**src/rtl/sbl_pkg.sv**
```systemverilog
// Package: shared constants, payload types and register codes for the sprite blitter.
`default_nettype none
package sbl_pkg;

  localparam int WRAP_WIDTH = 8352;
  localparam int WRAP_HI    = 'h1051;
  localparam int WRAP_LO    = -'h1050;
  localparam int ADDR_BITS  = 24;
  localparam int OUT_AW     = 24;
  localparam int SPR_W      = 12;
  localparam int STRIDE_W   = 14;
  localparam int GW         = 20;
  localparam int PW         = GW + STRIDE_W + 1;
  localparam int FIFO_DEPTH = 16;
  localparam int FIFO_AW    = $clog2(FIFO_DEPTH);
  localparam int CNT_W      = $clog2(FIFO_DEPTH + 1);
  localparam int GEOM_STAGES = 8;
  localparam int CFG_IDX_W  = 3;

  typedef logic signed [GW-1:0] g_t;
  typedef logic signed [PW-1:0] p_t;

  typedef enum logic [CFG_IDX_W-1:0] {
    CFG_CLIP_XMIN     = 3'd0,
    CFG_CLIP_TOP      = 3'd1,
    CFG_CLIP_RIGHT    = 3'd2,
    CFG_CLIP_BOTTOM   = 3'd3,
    CFG_VIEWPORT_LEFT = 3'd4,
    CFG_VIEWPORT_TOP  = 3'd5,
    CFG_ROW_PITCH     = 3'd6,
    CFG_COPY_ZERO     = 3'd7
  } cfg_idx_e;

  typedef struct packed {
    logic signed [15:0]    clip_xmin;
    logic signed [15:0]    clip_top;
    logic signed [15:0]    clip_right;
    logic signed [15:0]    clip_bottom;
    logic signed [15:0]    viewport_left;
    logic signed [15:0]    viewport_top;
    logic [STRIDE_W-1:0]   row_pitch;
    logic                  copy_zero_mode;
  } cfg_t;

  typedef struct packed {
    logic [7:0]          pixel;
    logic                first_pixel;
    logic [SPR_W-1:0]    sprite_width;
    logic [SPR_W-1:0]    sprite_height;
    logic signed [15:0]  world_x;
    logic signed [15:0]  world_y;
  } in_t;

  typedef struct packed {
    logic [7:0]            pixel;
    logic                  first;
    logic [SPR_W-1:0]      width;
    logic [SPR_W-1:0]      col_start;
    logic [SPR_W-1:0]      col_end;
    logic [SPR_W-1:0]      row_start;
    logic [SPR_W-1:0]      row_end;
    logic [ADDR_BITS-1:0]  base;
    logic                  visible;
  } geom_t;

  typedef struct packed {
    logic [OUT_AW-1:0] write_address;
    logic [7:0]        write_pixel;
  } out_t;

endpackage
`default_nettype wire

```
**src/rtl/sbl_pix_if.sv**
```systemverilog
// Interface: source pixel channel with sprite geometry fields.
`default_nettype none
interface sbl_pix_if;
  import sbl_pkg::*;
  logic                valid;
  logic                ready;
  logic [7:0]          pixel;
  logic                first_pixel;
  logic [SPR_W-1:0]    sprite_width;
  logic [SPR_W-1:0]    sprite_height;
  logic signed [15:0]  world_x;
  logic signed [15:0]  world_y;

  modport source (output valid, pixel, first_pixel, sprite_width, sprite_height,
                  world_x, world_y, input ready);
  modport sink (input valid, pixel, first_pixel, sprite_width, sprite_height,
                world_x, world_y, output ready);
endinterface
`default_nettype wire

```
**src/rtl/sbl_wr_if.sv**
```systemverilog
// Interface: frame-buffer write channel.
`default_nettype none
interface sbl_wr_if;
  import sbl_pkg::*;
  logic              valid;
  logic              ready;
  logic [OUT_AW-1:0] write_address;
  logic [7:0]        write_pixel;

  modport source (output valid, write_address, write_pixel, input ready);
  modport sink (input valid, write_address, write_pixel, output ready);
endinterface
`default_nettype wire

```
**src/rtl/sbl_cfg_if.sv**
```systemverilog
// Interface: configuration register write channel.
`default_nettype none
interface sbl_cfg_if;
  import sbl_pkg::*;
  logic                 valid;
  logic                 ready;
  logic [CFG_IDX_W-1:0] index;
  logic [15:0]          data;

  modport source (output valid, index, data, input ready);
  modport sink (input valid, index, data, output ready);
endinterface
`default_nettype wire

```
**src/rtl/sbl_geom.sv**
```systemverilog
// Geometry pipeline: wrap, clip and viewport mapping, row base address per pixel.
`default_nettype none
module sbl_geom (
  input  logic          clk,
  input  logic          rst,
  input  logic          accept,
  input  sbl_pkg::in_t  item,
  input  sbl_pkg::cfg_t cfg,
  output logic          geom_valid,
  output sbl_pkg::geom_t geom
);
  import sbl_pkg::*;

  typedef struct packed {
    logic [7:0]       pixel;
    logic             first;
    logic [SPR_W-1:0] width;
  } carry_t;

  logic [GEOM_STAGES-1:0] vld;

  in_t    i0;
  carry_t c1, c2, c3, c4, c5, c6;
  g_t rel1, ty1, mx1, my1, vx1, vy1, sr1, sb1;
  g_t tx2, ty2, db2, mx2, my2, vx2, vy2, sr2, sb2;
  logic rej3;
  g_t sx3, sy3, tx3, ty3, srl3, sbl3, sr3, sb3, vx3, vy3;
  logic rej4;
  g_t sx4, sy4, sr4, sb4, tx4, ty4;
  logic vis5;
  logic [SPR_W-1:0] cs5, ce5, rs5, re5;
  g_t tx5, ty5;
  logic vis6;
  logic [SPR_W-1:0] cs6, ce6, rs6, re6;
  p_t prod6;
  g_t tx6;

  g_t wrap_x, dr_x, tx_pos;

  always_ff @(posedge clk) begin
    if (rst) begin
      vld <= '0;
    end else begin
      vld <= {vld[GEOM_STAGES-2:0], accept};
    end
  end

  always_comb begin
    if (rel1 >= g_t'(WRAP_HI)) begin
      wrap_x = rel1 - g_t'(WRAP_WIDTH);
    end else if (rel1 < g_t'(WRAP_LO)) begin
      wrap_x = rel1 + g_t'(WRAP_WIDTH);
    end else begin
      wrap_x = rel1;
    end
    dr_x   = sr2 + tx2;
    tx_pos = tx4[GW-1] ? tx4 + g_t'(WRAP_WIDTH) : tx4;
  end

  always_ff @(posedge clk) begin
    i0 <= item;

    c1   <= '{pixel: i0.pixel, first: i0.first_pixel, width: i0.sprite_width};
    rel1 <= g_t'(i0.world_x) - g_t'(cfg.clip_xmin);
    ty1  <= g_t'(i0.world_y) - g_t'(cfg.clip_top);
    mx1  <= g_t'(cfg.clip_right) - g_t'(cfg.clip_xmin) - g_t'(1);
    my1  <= g_t'(cfg.clip_bottom) - g_t'(cfg.clip_top) - g_t'(1);
    vx1  <= g_t'(cfg.clip_xmin) - g_t'(cfg.viewport_left);
    vy1  <= g_t'(cfg.clip_top) - g_t'(cfg.viewport_top);
    sr1  <= g_t'(i0.sprite_width) - g_t'(1);
    sb1  <= g_t'(i0.sprite_height) - g_t'(1);

    c2  <= c1;
    tx2 <= wrap_x;
    ty2 <= ty1;
    db2 <= sb1 + ty1;
    mx2 <= mx1;
    my2 <= my1;
    vx2 <= vx1;
    vy2 <= vy1;
    sr2 <= sr1;
    sb2 <= sb1;

    c3   <= c2;
    rej3 <= (tx2 > mx2) || (ty2 > my2) || dr_x[GW-1] || db2[GW-1];
    sx3  <= tx2[GW-1] ? -tx2 : '0;
    tx3  <= tx2[GW-1] ? '0 : tx2;
    sy3  <= ty2[GW-1] ? -ty2 : '0;
    ty3  <= ty2[GW-1] ? '0 : ty2;
    srl3 <= mx2 - tx2;
    sbl3 <= my2 - ty2;
    sr3  <= sr2;
    sb3  <= sb2;
    vx3  <= vx2;
    vy3  <= vy2;

    c4   <= c3;
    rej4 <= rej3;
    sx4  <= sx3;
    sy4  <= sy3;
    sr4  <= (sr3 < srl3) ? sr3 : srl3;
    sb4  <= (sb3 < sbl3) ? sb3 : sbl3;
    tx4  <= tx3 + vx3;
    ty4  <= ty3 + vy3;

    c5   <= c4;
    vis5 <= !rej4 && (sr4 >= sx4) && (sb4 >= sy4);
    cs5  <= sx4[SPR_W-1:0];
    ce5  <= sr4[SPR_W-1:0];
    rs5  <= sy4[SPR_W-1:0];
    re5  <= sb4[SPR_W-1:0];
    tx5  <= tx_pos;
    ty5  <= ty4;

    c6    <= c5;
    vis6  <= vis5;
    cs6   <= cs5;
    ce6   <= ce5;
    rs6   <= rs5;
    re6   <= re5;
    prod6 <= p_t'(ty5) * p_t'($signed({1'b0, cfg.row_pitch}));
    tx6   <= tx5;

    geom.pixel     <= c6.pixel;
    geom.first     <= c6.first;
    geom.width     <= c6.width;
    geom.col_start <= cs6;
    geom.col_end   <= ce6;
    geom.row_start <= rs6;
    geom.row_end   <= re6;
    geom.visible   <= vis6;
    geom.base      <= ADDR_BITS'(prod6 + p_t'(tx6));
  end

  assign geom_valid = vld[GEOM_STAGES-1];

endmodule
`default_nettype wire

```
**src/rtl/sbl_emit.sv**
```systemverilog
// Pixel stage: source column/row counters, window test, color key and write address.
`default_nettype none
module sbl_emit (
  input  logic           clk,
  input  logic           rst,
  input  logic           geom_valid,
  input  sbl_pkg::geom_t geom,
  input  sbl_pkg::cfg_t  cfg,
  output logic           push,
  output logic           retire,
  output sbl_pkg::out_t  wr_data
);
  import sbl_pkg::*;

  logic [SPR_W-1:0]     lw, cc, rc, cs, ce, rs, re;
  logic [ADDR_BITS-1:0] base;
  logic                 vis;

  logic [SPR_W-1:0]     lw_e, cc_e, rc_e, cs_e, ce_e, rs_e, re_e;
  logic [ADDR_BITS-1:0] base_e;
  logic                 vis_e, in_row, row_done;
  logic [SPR_W-1:0]     cc_inc, cc_next, rc_next;
  logic [ADDR_BITS-1:0] base_next;

  always_comb begin
    lw_e   = geom.first ? geom.width     : lw;
    cc_e   = geom.first ? '0             : cc;
    rc_e   = geom.first ? '0             : rc;
    cs_e   = geom.first ? geom.col_start : cs;
    ce_e   = geom.first ? geom.col_end   : ce;
    rs_e   = geom.first ? geom.row_start : rs;
    re_e   = geom.first ? geom.row_end   : re;
    base_e = geom.first ? geom.base      : base;
    vis_e  = geom.first ? geom.visible   : vis;

    in_row = vis_e && (rc_e >= rs_e) && (rc_e <= re_e);
    push   = geom_valid && in_row && (cc_e >= cs_e) && (cc_e <= ce_e) &&
             ((geom.pixel != 8'd0) || cfg.copy_zero_mode);
    retire = geom_valid && !push;

    wr_data.write_address = OUT_AW'(base_e + ADDR_BITS'(cc_e - cs_e));
    wr_data.write_pixel   = geom.pixel;

    cc_inc    = cc_e + SPR_W'(1);
    row_done  = (cc_inc == lw_e);
    cc_next   = row_done ? '0 : cc_inc;
    rc_next   = (row_done && (rc_e != '1)) ? rc_e + SPR_W'(1) : rc_e;
    base_next = (row_done && in_row) ? base_e + ADDR_BITS'(cfg.row_pitch) : base_e;
  end

  always_ff @(posedge clk) begin
    if (rst) begin
      lw   <= '0;
      cc   <= '0;
      rc   <= '0;
      cs   <= '0;
      ce   <= '0;
      rs   <= '0;
      re   <= '0;
      base <= '0;
      vis  <= 1'b0;
    end else if (geom_valid) begin
      lw   <= lw_e;
      cc   <= cc_next;
      rc   <= rc_next;
      cs   <= cs_e;
      ce   <= ce_e;
      rs   <= rs_e;
      re   <= re_e;
      base <= base_next;
      vis  <= vis_e;
    end
  end

endmodule
`default_nettype wire

```
**src/rtl/sbl_fifo.sv**
```systemverilog
// Output queue: holds finished frame-buffer writes until the receiver takes them.
`default_nettype none
module sbl_fifo (
  input  logic          clk,
  input  logic          rst,
  input  logic          push,
  input  sbl_pkg::out_t push_data,
  input  logic          pop,
  output logic          not_empty,
  output sbl_pkg::out_t head
);
  import sbl_pkg::*;

  out_t               mem [FIFO_DEPTH];
  logic [FIFO_AW-1:0] wr_ptr, rd_ptr;
  logic [CNT_W-1:0]   count;

  always_ff @(posedge clk) begin
    if (rst) begin
      wr_ptr <= '0;
      rd_ptr <= '0;
      count  <= '0;
    end else begin
      if (push) begin
        wr_ptr <= wr_ptr + FIFO_AW'(1);
      end
      if (pop) begin
        rd_ptr <= rd_ptr + FIFO_AW'(1);
      end
      count <= count + CNT_W'(push) - CNT_W'(pop);
    end
  end

  always_ff @(posedge clk) begin
    if (push) begin
      mem[wr_ptr] <= push_data;
    end
  end

  assign not_empty = (count != '0);
  assign head      = mem[rd_ptr];

endmodule
`default_nettype wire

```
**src/rtl/clipped_color_key_sprite_blit_core.sv**
```systemverilog
// Top level: clipped, color-keyed sprite blitter with config registers and output queue.
//
// Channels: pixels (sink) takes one source pixel per transfer in raster order; a transfer
// with first_pixel set also loads sprite size and world position. writes (source) gives
// one frame-buffer write (write_address, write_pixel) per kept, non-transparent pixel.
// cfg (sink) writes registers by index; it is always ready and must only be used while
// no pixel is in flight.
// Throughput: one pixel per cycle while pixels.ready is high. A pixel reaches writes through
// the 8-stage geometry pipeline (input, wrap, clip, viewport map, row-times-stride multiply,
// base add), whose input stage loads at the transfer edge, and then the queue write; the pixel
// counter stage is combinational into the queue.
// A 16-entry output queue with a credit count gates pixels.ready: the source is held
// off only when queued writes plus pixels in flight would fill it, so a stalled
// receiver back-pressures after at most 16 outstanding pixels.
// Reset (rst, synchronous): registers return to defaults (clip 0,0..640,480, viewport
// 0,0, stride 640, zero transparent), the sprite is invisible, the queue is empty.
`default_nettype none
module clipped_color_key_sprite_blit_core (
  input  logic      clk,
  input  logic      rst,
  sbl_pix_if.sink   pixels,
  sbl_wr_if.source  writes,
  sbl_cfg_if.sink   cfg
);
  import sbl_pkg::*;

  cfg_t             regs;
  in_t              item;
  logic             accept, pop, push, retire, geom_valid, q_valid;
  geom_t            geom;
  out_t             wr_data, head;
  logic [CNT_W-1:0] used;

  always_ff @(posedge clk) begin
    if (rst) begin
      regs.clip_xmin      <= 16'sd0;
      regs.clip_top       <= 16'sd0;
      regs.clip_right     <= 16'sd640;
      regs.clip_bottom    <= 16'sd480;
      regs.viewport_left  <= 16'sd0;
      regs.viewport_top   <= 16'sd0;
      regs.row_pitch      <= STRIDE_W'(640);
      regs.copy_zero_mode <= 1'b0;
    end else if (cfg.valid && cfg.ready) begin
      case (cfg_idx_e'(cfg.index))
        CFG_CLIP_XMIN:     regs.clip_xmin      <= cfg.data;
        CFG_CLIP_TOP:      regs.clip_top       <= cfg.data;
        CFG_CLIP_RIGHT:    regs.clip_right     <= cfg.data;
        CFG_CLIP_BOTTOM:   regs.clip_bottom    <= cfg.data;
        CFG_VIEWPORT_LEFT: regs.viewport_left  <= cfg.data;
        CFG_VIEWPORT_TOP:  regs.viewport_top   <= cfg.data;
        CFG_ROW_PITCH:     regs.row_pitch      <= cfg.data[STRIDE_W-1:0];
        CFG_COPY_ZERO:     regs.copy_zero_mode <= cfg.data[0];
        default: ;
      endcase
    end
  end

  assign cfg.ready = 1'b1;

  assign item.pixel         = pixels.pixel;
  assign item.first_pixel   = pixels.first_pixel;
  assign item.sprite_width  = pixels.sprite_width;
  assign item.sprite_height = pixels.sprite_height;
  assign item.world_x       = pixels.world_x;
  assign item.world_y       = pixels.world_y;

  assign pixels.ready = (used < CNT_W'(FIFO_DEPTH));
  assign accept       = pixels.valid && pixels.ready;
  assign pop          = writes.valid && writes.ready;

  // credits: pixels in flight plus queued writes
  always_ff @(posedge clk) begin
    if (rst) begin
      used <= '0;
    end else begin
      used <= used + CNT_W'(accept) - CNT_W'(retire) - CNT_W'(pop);
    end
  end

  sbl_geom u_geom (
    .clk        (clk),
    .rst        (rst),
    .accept     (accept),
    .item       (item),
    .cfg        (regs),
    .geom_valid (geom_valid),
    .geom       (geom)
  );

  sbl_emit u_emit (
    .clk        (clk),
    .rst        (rst),
    .geom_valid (geom_valid),
    .geom       (geom),
    .cfg        (regs),
    .push       (push),
    .retire     (retire),
    .wr_data    (wr_data)
  );

  sbl_fifo u_fifo (
    .clk       (clk),
    .rst       (rst),
    .push      (push),
    .push_data (wr_data),
    .pop       (pop),
    .not_empty (q_valid),
    .head      (head)
  );

  assign writes.valid         = q_valid;
  assign writes.write_address = head.write_address;
  assign writes.write_pixel   = head.write_pixel;

endmodule
`default_nettype wire

```
**src/flat_wrapper.sv**
```systemverilog
// flat-port wrapper written by rule: the top's interface ports become plain ports
module clipped_color_key_sprite_blit_core_flat import sbl_pkg::*;
  (clk, rst, pixels_valid, pixels_pixel, pixels_first_pixel, pixels_sprite_width, pixels_sprite_height, pixels_world_x, pixels_world_y, pixels_ready, writes_valid, writes_write_address, writes_write_pixel, writes_ready, cfg_valid, cfg_index, cfg_data, cfg_ready);
  sbl_pix_if pixels_i ();
  sbl_wr_if writes_i ();
  sbl_cfg_if cfg_i ();
  input  logic clk;
  input  logic rst;
  input wire logic [$bits(pixels_i.valid)-1:0] pixels_valid;
  input wire logic [$bits(pixels_i.pixel)-1:0] pixels_pixel;
  input wire logic [$bits(pixels_i.first_pixel)-1:0] pixels_first_pixel;
  input wire logic [$bits(pixels_i.sprite_width)-1:0] pixels_sprite_width;
  input wire logic [$bits(pixels_i.sprite_height)-1:0] pixels_sprite_height;
  input wire logic [$bits(pixels_i.world_x)-1:0] pixels_world_x;
  input wire logic [$bits(pixels_i.world_y)-1:0] pixels_world_y;
  output wire logic [$bits(pixels_i.ready)-1:0] pixels_ready;
  output wire logic [$bits(writes_i.valid)-1:0] writes_valid;
  output wire logic [$bits(writes_i.write_address)-1:0] writes_write_address;
  output wire logic [$bits(writes_i.write_pixel)-1:0] writes_write_pixel;
  input wire logic [$bits(writes_i.ready)-1:0] writes_ready;
  input wire logic [$bits(cfg_i.valid)-1:0] cfg_valid;
  input wire logic [$bits(cfg_i.index)-1:0] cfg_index;
  input wire logic [$bits(cfg_i.data)-1:0] cfg_data;
  output wire logic [$bits(cfg_i.ready)-1:0] cfg_ready;
  assign pixels_i.valid = pixels_valid;
  assign pixels_i.pixel = pixels_pixel;
  assign pixels_i.first_pixel = pixels_first_pixel;
  assign pixels_i.sprite_width = pixels_sprite_width;
  assign pixels_i.sprite_height = pixels_sprite_height;
  assign pixels_i.world_x = pixels_world_x;
  assign pixels_i.world_y = pixels_world_y;
  assign pixels_ready = pixels_i.ready;
  assign writes_valid = writes_i.valid;
  assign writes_write_address = writes_i.write_address;
  assign writes_write_pixel = writes_i.write_pixel;
  assign writes_i.ready = writes_ready;
  assign cfg_i.valid = cfg_valid;
  assign cfg_i.index = cfg_index;
  assign cfg_i.data = cfg_data;
  assign cfg_ready = cfg_i.ready;
  clipped_color_key_sprite_blit_core u_core (.clk(clk), .rst(rst), .pixels(pixels_i), .writes(writes_i), .cfg(cfg_i));
endmodule
```
**config.mk**
```make
export PLATFORM = sky130hd
export DESIGN_NAME = clipped_color_key_sprite_blit_core_flat
export DESIGN_NICKNAME = d
export VERILOG_FILES = /design/src/rtl/sbl_pkg.sv /design/src/rtl/sbl_pix_if.sv /design/src/rtl/sbl_wr_if.sv /design/src/rtl/sbl_cfg_if.sv /design/src/rtl/sbl_geom.sv /design/src/rtl/sbl_emit.sv /design/src/rtl/sbl_fifo.sv /design/src/rtl/clipped_color_key_sprite_blit_core.sv /design/src/flat_wrapper.sv
export SDC_FILE = /design/constraint.sdc
export NUM_CORES = 2
export LEC_CHECK = 0
export BUFFER_PORTS_ARGS = -buffer_cell sky130_fd_sc_hd__buf_2
export CAP_MARGIN = 10
export CORE_MARGIN = 5
export CORE_UTILIZATION = 40
export DETAILED_ROUTE_END_ITERATION = 10
export GPL_TIMING_DRIVEN = 0
export PLACE_DENSITY_LB_ADDON = 0.05
export SKIP_CTS_REPAIR_TIMING = 1
export SYNTH_ARGS = -nofsm -noshare
export SYNTH_HDL_FRONTEND = slang
export SYNTH_SLANG_ARGS = --single-unit
```
**constraint.sdc**
```tcl
create_clock -name clk -period 16.6 [get_ports clk]
set_input_delay 1.66 -clock clk [delete_from_list [all_inputs] [get_ports clk]]
set_output_delay 1.66 -clock clk [all_outputs]
set_load 0.05 [all_outputs]
```
==> metrics <==
number of CTS-inserted buffers 190; share of post-route cells with drive strength above 1 0.113; Setup Skew 48.8 ps; GRT Total Usage 0.198; max incr delay on CP 840 ps; Slew Limit Fails 0; CTS tree done; Power Density 167 nW/um2; largest net degree at the start of global routing 21; H-tree Lvls 4; Sw Pwr 4.57 mW; status finished, final reports clean; CP Class register to register; initial antenna violation count 16; I/O Buffers 119; drt via density 4.92; First-pass DRT Iterations 5; Max-slew headroom 0.136; first-pass GRT wire length 290000 um; Die Wd 441 um; # IOs 124; vias in the first global route 46200; mapped cell area 74400 um2; root buffer cell clkbuf_16; post-layout minimum cycle time 9390 ps; Final #Nets 7419; TNS Setup 0 ps; aggregate routed wire length 192000 um; asr flop ratio synth 0; Starting Density 0.402; Layout area overhead 15.1%; Final ANT Viol Nets 0; Worst Setup End Kind register; Clock Pin Slew Worst Setup and Hold Paths 60 ps; WHS Path Cells 0; P_leak 34.3 nW; EDFF count, synth 512; DR vias 45800; Sw Ratio 0.319; Comb pwr share 0.288; Hold Crit Class register to register; Die H 441 um; total power 14.3 mW; CTS max path bufs 3; Max Freq 106 MHz; Cells after Synth 6296; CP Launch Type register; clock power share 0.308; Reg2Reg Depth 28; Worst-Margin Slew 1290 ps; most frequent CP cell buf_2; flops & latches, synth 1786; GPL Wtd Cong 0.839; critical path arrival 9810 ps; Hold Vio Cnt, Final 0; syn avg cell area 11.8 um2; crit share post-route 0.566; GR Overflow Total 0; final setup fails 0; Rows 158; Post-synth top flop dfxtp_1; Internal Dissipation 9.76 mW; Die Area 195000 um2; DRC viols 0; CTS sink cnt 1786; routed length per instance 20.7 um; max_cap viols 0; HPWL after detailed placement 144000 um; Core Region 185000 um2; Clk Latency, worst-skew pair 830 ps; RSZ-0062 raised after global routing false; warnings from Yosys 0; synth unique cells 81; first-iteration detailed-routing DRC count 2573; CP Max Fanout 16; Critical Path RT 17020 ps; Max IR drop VDD 0.107 mV; Sequential Power Share 0.405; register area share after synthesis 0.549; Slowest cell on crit path buf_1
-- sequential cells by signal, indices dropped and copies added, names as in the netlist, 21 cells and up, named ones only --
register,cells
u_core.u_geom.c5,21
u_core.u_geom.c6,21
u_core.u_geom.c2,21
u_core.u_fifo.mem,512
u_core.u_geom.c3,21
u_core.u_geom.prod6,24
u_core.u_geom.i0,65
u_core.u_geom.geom,94
u_core.u_geom.c1,21
u_core.regs,111
u_core.u_emit.base,24
u_core.u_geom.c4,21
-- layout by cell type (no fill, tap or decap), drive strengths merged, types with 13 or more instances in the layout --
cell type / synthesis / layout
xnor2: 220 / 220
or3: 24 / 24
nand2b: 54 / 54
and3: 21 / 21
fa: 192 / 192
dfxtp: 1274 / 1274
nor3: 92 / 92
nor2b: 87 / 87
a211oi: 29 / 29
bufinv: 0 / 24
a21o: 92 / 92
a2111oi: 13 / 13
inv: 544 / 558
a31oi: 27 / 27
nand3: 92 / 92
o211ai: 13 / 13
clkinvlp: 0 / 16
a21oi: 344 / 344
o21ai: 136 / 136
o22ai: 14 / 14
mux2i: 66 / 66
nor2: 338 / 338
nor4: 26 / 26
buf: 33 / 204
edfxtp: 512 / 512
nand2: 626 / 626
clkbuf: 143 / 397
nand4: 41 / 41
clkinv: 3 / 45
mux4: 160 / 160
and2: 171 / 171
ha: 473 / 473
o31ai: 17 / 17
a21boi: 16 / 16
mux2: 66 / 66
o21bai: 16 / 16
xor2: 95 / 95
or2: 18 / 18
o21a: 52 / 52
-- power groups by stage --
stage          Clock (mW)  Sequential (mW)  Combinational, mW
2_1_floorplan           0             5.73               2.91
3_3_place_gp            0             5.91               4.02
3_5_place_dp            0             5.91               4.08
4_1_cts              4.54             5.82               4.10
5_1_grt              4.72             5.86               4.61
6_report             4.41             5.80               4.12
-- worst paths after layout --
| path | slack [ps] | from | end |
|---|---|---|---|
| setup / recovery | 7210 | u_core.u_geom.geom[85] | u_core.u_fifo.mem[2][30] |
| hold / removal | 310 | u_core.u_geom.ce6[2] | u_core.u_geom.geom[51] |
| setup reg to reg | 7210 | u_core.u_geom.geom[85] | u_core.u_fifo.mem[2][30] |
| hold reg to reg | 310 | u_core.u_geom.ce6[2] | u_core.u_geom.geom[51] |
-- worst max-delay path: cells and delay by family, from the launching register on --
kind,cells,cell delay [ps]
AOI/OAI and AO/OA,10,2220
xor gates and xnor gates,2,960
adders and majority gates,3,1030
buffers and inverters,7,3080
DFF,1,300
muxes,1,450
and+or+nand+nor,5,940
-- per-layer routing --
layer | GRT usage | up-vias | part of all wire
li1 | - | 22500 | -
met1 | 0.270 | 22100 | 0.46
met2 | 0.327 | 869 | 0.47
met3 | 0.0259 | 301 | 0.037
met4 | 0.0658 | 0 | 0.033
met5 | 0 | - | 0
-- cell type report --
class,instances,area [um2]
Antenna cell,5,12.5
Clock inverter,96,1280
Sequential cell,1786,40900
Tap cell,2480,3100
Multi-Input combinational cell,3793,30900
Fill cell,17100,99600
Timing Repair Buffer,171,1340
Inverter,547,2050
Clock buffer,254,5330
Buffer,176,692
-- synthesized netlist by cell type (9+ instances only) --
master	number	area share
a2111oi_0	13	0.0015
mux2i_1	66	0.0089
o211ai_1	13	0.0013
dfxtp_1	1274	0.34
mux2_2	66	0.010
inv_1	544	0.027
nor2b_1	87	0.0073
o22ai_1	14	0.0012
fa_1	192	0.052
a41oi_1	10	0.0012
a21boi_0	16	0.0016
a211oi_1	29	0.0029
and3_1	20	0.0017
clkbuf_1	143	0.0072
nand3_1	92	0.0062
edfxtp_1	512	0.21
nor2_1	337	0.017
or3_1	24	0.0020
mux4_2	160	0.048
and4_1	11	0.0013
nor4_1	24	0.0020
and2_1	170	0.014
a21oi_1	344	0.023
xnor2_1	220	0.026
nand2_1	626	0.032
ha_1	473	0.080
buf_2	10	0.00067
or2_2	18	0.0015
nor3_1	92	0.0062
buf_1	20	0.0010
nand3b_1	9	0.00091
nand2b_1	53	0.0045
o21a_1	52	0.0052
a21o_1	92	0.0093
xor2_1	95	0.011
o21bai_1	16	0.0016
nand4_1	41	0.0034
o31ai_1	17	0.0017
a31oi_1	27	0.0023
o21ai_0	135	0.0091
a22oi_1	10	0.0010
-- metrics by stage --
stage	instances	util	setup slack, ps	hold WS [ps]	area (um2)
after detailed placement	8936	0.426	7030	312	78800
after floorplan	6302	-	9550	310	74400
after CTS	9286	0.461	6980	303	85500
final	9308	0.462	7210	307	85600
after global placement	8901	0.422	2890	310	78100
after global routing	9305	0.462	6530	309	85600
-- kinds of logic (layout without fill, tap and decap cells) --
| family | after synthesis | after routing | share of synthesized area |
|---|---|---|---|
| XOR/XNOR | 315 | 315 | 0.0371 |
| AO/OA/AOI/OAI | 880 | 880 | 0.0744 |
| flip-flops | 1786 | 1786 | 0.549 |
| buffers and inverters | 723 | 1244 | 0.0368 |
| AND/OR/NAND/NOR | 1633 | 1633 | 0.104 |
| other | 2 | 13 | 0.000101 |
| adder cells (fa/ha/maj) | 665 | 665 | 0.131 |
| multiplexers | 292 | 292 | 0.0673 |
No activity file was read; power rests on OpenSTA's default activity.
